[src/rtl/glyph_lookup_rasterizer_top_macros.svh]
`ifndef GLYPH_LOOKUP_RASTERIZER_TOP_MACROS_SVH
`define GLYPH_LOOKUP_RASTERIZER_TOP_MACROS_SVH

// assertion helpers, clocked on clk and off while rst_n is low

// condition holds at every edge
`define GLR_ASSERT_ALWAYS(lbl, cond, msg) \
  lbl: assert property (@(posedge clk) disable iff (!rst_n) (cond)) else $error(msg);

// consequent holds in the same cycle as the antecedent
`define GLR_ASSERT_IMPLY(lbl, ante, cons, msg) \
  lbl: assert property (@(posedge clk) disable iff (!rst_n) (ante) |-> (cons)) else $error(msg);

`endif

[src/rtl/glr_pkg.sv]
`timescale 1ns / 1ps
`default_nettype none

package glr_pkg;

  // default sizes
  localparam int DEF_TABLE_ENTRIES = 256;
  localparam int DEF_GLYPH_ROWS    = 16;

  // field widths
  localparam int FUNC_W    = 2;
  localparam int ENTRY_W   = 8;
  localparam int SLOT_W    = 5;
  localparam int CODE_W    = 21;
  localparam int COORD_W   = 12;
  localparam int ROWY_W    = 13;
  localparam int MASK_W    = 9;
  localparam int COLOR_W   = 24;
  localparam int COUNT_W   = 9;
  localparam int DFLT_W    = 8;
  localparam int BYTE_W    = 8;
  localparam int CFG_IDX_W = 2;

  // bitmap layout of one entry
  localparam int BYTES_PER_ENTRY = 18;
  localparam int SLOT_NINE_A     = 16;
  localparam int SLOT_NINE_B     = 17;

  typedef logic [CODE_W-1:0]  code_t;
  typedef logic [COORD_W-1:0] coord_t;
  typedef logic [COLOR_W-1:0] color_t;
  typedef logic [BYTE_W-1:0]  byte_t;

  localparam code_t MAX_CODE_RESET = 21'h10FFFF;

  // item function codes
  localparam logic [FUNC_W-1:0] FUNC_WR_CODE = 2'd0;
  localparam logic [FUNC_W-1:0] FUNC_WR_BYTE = 2'd1;
  localparam logic [FUNC_W-1:0] FUNC_DRAW    = 2'd2;

  // register indexes
  localparam logic [CFG_IDX_W-1:0] CFG_MIN_CODE      = 2'd0;
  localparam logic [CFG_IDX_W-1:0] CFG_MAX_CODE      = 2'd1;
  localparam logic [CFG_IDX_W-1:0] CFG_GLYPH_COUNT   = 2'd2;
  localparam logic [CFG_IDX_W-1:0] CFG_DEFAULT_INDEX = 2'd3;

endpackage

`default_nettype wire

[src/rtl/glr_ram.sv]
`timescale 1ns / 1ps
`default_nettype none

module glr_ram #(
  parameter int WIDTH = glr_pkg::BYTE_W,
  parameter int DEPTH = glr_pkg::DEF_TABLE_ENTRIES,
  localparam int AW   = (DEPTH > 1) ? $clog2(DEPTH) : 1
) (
  input  logic             clk,
  input  logic             we,
  input  logic [AW-1:0]    waddr,
  input  logic [WIDTH-1:0] wdata,
  input  logic             re,
  input  logic [AW-1:0]    raddr,
  output logic [WIDTH-1:0] rdata
);

  logic [WIDTH-1:0] mem_r [DEPTH];
  logic [WIDTH-1:0] rdata_r;

  // read data holds while re is low
  always_ff @(posedge clk) begin
    if (we) begin
      mem_r[waddr] <= wdata;
    end
    if (re) begin
      rdata_r <= mem_r[raddr];
    end
  end

  assign rdata = rdata_r;

endmodule

`default_nettype wire
[config.mk]
export PLATFORM = sky130hd
export DESIGN_NAME = glr_ram
export DESIGN_NICKNAME = d
export VERILOG_FILES = /design/src/rtl/glyph_lookup_rasterizer_top_macros.svh /design/src/rtl/glr_pkg.sv /design/src/rtl/glr_ram.sv
export SDC_FILE = /design/constraint.sdc
export NUM_CORES = 2
export LEC_CHECK = 0
export ABC_AREA = 1
export ABC_CLOCK_PERIOD_IN_PS = 2200
export BUFFER_PORTS_ARGS = -buffer_cell sky130_fd_sc_hd__buf_4
export CAP_MARGIN = 20
export CORE_UTILIZATION = 60
export CTS_CLUSTER_DIAMETER = 50
export DETAILED_ROUTE_END_ITERATION = 12
export PLACE_DENSITY = 0.82
export SYNTH_ARGS = -nofsm -noshare
export SYNTH_HDL_FRONTEND = slang
export SYNTH_SLANG_ARGS = --single-unit
[constraint.sdc]
create_clock -name clk -period 2.2 [get_ports clk]
set_input_delay 0.33 -clock clk [delete_from_list [all_inputs] [get_ports clk]]
set_output_delay 0.33 -clock clk [all_outputs]
set_load 0.01 [all_outputs]
==> flow_summary_export.csv <==
group,metric,value,unit
final_layout,finalCoreUtilization,70.0,%
logic_synthesis,seq_area_frac_synth,74.0,%
logic_synthesis,yosys_warnings,0,
grt,grt_usage,33.7,%
worst_setup_path,crit_family,"simple AND/OR/NAND/NOR gates",
power,power.leakage,34.7,nW
grt,grt_pass1_wl,354000,microns
final_layout,areaGrowthSynthToFinish,15.6,%
worst_setup_path,r2r_setup_slack,0.04,ns
route,post_drt_wl_per_cell,25.4,microns
worst_setup_path,arrival,2.74,ns
logic_synthesis,avgSynthCellArea,11.9,sq um
final_layout,drive_gt1_share,12.7,%
timing,period_share,98.3,%
final_layout,layout.cells.non_filler,9377,
die,initial_utilization,60.6,%
grt,grt_max_degree,83,
power,ir_worst_vdd,0.934,mV
worst_setup_path,crit-reg2reg-launch,"mem_r[103][6]",
worst_setup_path,slowest_delay,0.39,ns
power,power_density,848,nW/um^2
worst_setup_path,cp.required,2.78,ns
worst_setup_path,crit_path_end_kind,"flop",
placed_design,hpwl,146000,microns
worst_setup_path,crit_chain,"nand2_1 > nand3_1 > nand3_1 > nand3_1 > nand3_1 > nand3_1 > nand3_1 > nand2_1 > nand2_1 > nand2_1",
logic_synthesis,syn_area,83500,sq um
grt,antenna_found_initial,12,
timing,final-hold-violation-count,0,
die,rows,136,
route,drc,0,
die,fp.dieW,375,microns
worst_setup_path,worst_path_max_delay_cell,"nand3_1",
worst_setup_path,reg2regPathDepth,10,
route,first_iter_violations,10500,
die,ios,35,
route,vias,60600,
logic_synthesis,syn_inst,7003,
grt,grt_pass1_vias,58800,
cts,tritoncts,"done",
die,dieArea,141000,sq um
worst_setup_path,crit_fanout,1,
cts,path_clk_slew,0.06,ns
cts,cts_buffers,195,
cts,clkSinkCount,2056,
timing,slew_headroom,23.5,%
power,p_total,81.9,mW
timing,max_freq,462,MHz
run_status,outcome,"complete, no violations",
cts,root_buffer,"clkbuf_16",
route,totalWireLength,238000,microns
worst_hold_path,hold_end,"mem_r[48][6]",
timing,min_period,2.16,ns
worst_setup_path,cpMostUsedCell,"nand3_1",
timing,tightest_slew,1.15,ns
route,final_antenna_net_count,0,
worst_hold_path,min_path_type,"in2reg",
worst_hold_path,hold_start,"wdata[6]",
cts,htreeDepth,4,
worst_setup_path,startpoint_type,"flop",
cts,cts_setup_buffers,0,
cts,worstSkewPairLatency,0.84,ns
grt,overflow,0,
placed_design,gp_congestion,0.959,
worst_setup_path,path_buf_inv,0,
worst_setup_path,timing.rr.end,"rdata[6]",
worst_setup_path,critPathLaunch,"mem_r[103][6]",
route,dr.pass1.iters,7,
timing,rsz0062_at_grt,"no",
die,design.core.area,138000,sq um
placed_design,placed_cells,9005,
timing,finalSetupViolCount,0,
final_layout,finalNetCount,7444,
final_layout,final_cell_mix,"nand2_1, edfxtp_1, nand3_1, buf_4, nor2_1",
logic_synthesis,syn_nets,7030,
timing,skew,0.0308,ns
job,maxCapViolCount,0,
worst_hold_path,whs_path_depth,1,
cts,cts.path.max_buffers,3,
route,viasPerCell,6.46,
logic_synthesis,synth-seq-cells,2056,
die,fp.dieH,375,microns
placed_design,numPortBuffers,34,
final_layout,final_common_cell,"nand2_1",
worst_setup_path,path_class,"reg2reg",
logic_synthesis,synthDistinctLibCells,13,
timing,drv_slew,0,
metrics by stage:
| step | area (sq um) | hold slack [ns] | worst slack, ns | setup TNS, ns |
|---|---|---|---|---|
| 2_1_floorplan | 83500 | 0.429 | 0.379 | 0 |
| 3_3_place_gp | 90100 | 0.678 | -0.462 | -2.53 |
| 3_5_place_dp | 90100 | 0.680 | -0.522 | -2.64 |
| 4_1_cts | 96500 | 0.0165 | 0.0836 | 0 |
| 5_1_grt | 96500 | 0.0326 | 0.0274 | 0 |
| 6_report | 96500 | 0.0337 | 0.0370 | 0 |
area by class of cell:
cell class | count | area (sq um)
diodes | 6 | 15.0
clock buffers | 255 | 5250
clock inverters | 102 | 968
fillers | 8252 | 41300
inverters | 39 | 180
multi-input cells | 4425 | 19100
flip-flops and latches | 2056 | 61700
well taps | 1794 | 2240
repair buffers | 700 | 6940
logic make-up (layout without fill, tap and decap cells):
logic type    after synthesis  count (layout)  synth area share [%]
buf+inv                   522            1096                  3.12
flops                    2056            2056                  74.0
simple gates             4425            4425                  22.9
other cells                 0               6                     0
sequential cells by signal, summed over array words and instances (netlist names):
register and cells:
mem_r 2048, rdata 8
Yosys cell counts:
cell type	number	area, sq um
buf_6	16	180
buf_4	46	345
nand2_1	2123	7970
edfxtp_1	2056	61700
nor2_1	283	1060
nand3_1	2019	10100
buf_8	1	15.0
clkbuf_1	112	420
inv_2	2	7.51
inv_1	36	135
inv_4	1	6.26
buf_1	40	150
buf_2	268	1340
per-layer routing:
layer  global-route usage, %  vias up  routed length, microns
met1                    43.5    28700                   78800
met4                    18.5       19                   14900
met5                       0        -                     177
met3                    9.50     1041                   35600
li1                        -    25700                       -
met2                    51.9     5144                  109000
repair_timing:
action / in CTS / in global routing
endpoints found under the setup margin: 0 / 2
hold endpoints to repair: 230 / 0
hold buffers: 9 / 0
gates resized for setup: 0 / 2
power breakdown:
part / leakage [nW] / switching [mW] / total (mW) / internal, mW
Combinational: 13.2 / 4.05 / 5.73 / 1.68
Sequential: 18.5 / 0.0286 / 43.2 / 43.2
Clock: 3.03 / 14.2 / 32.9 / 18.7
how the worst max path moves through the flow:
stage	cells after the start	endpoint
after CTS	10	rdata[0]
after global placement	14	rdata[0]
after floorplan	4	mem_r[162][0]
final	10	rdata[6]
after global routing	10	rdata[4]
after detailed placement	14	rdata[0]
Power figures use the tool's default switching activity.
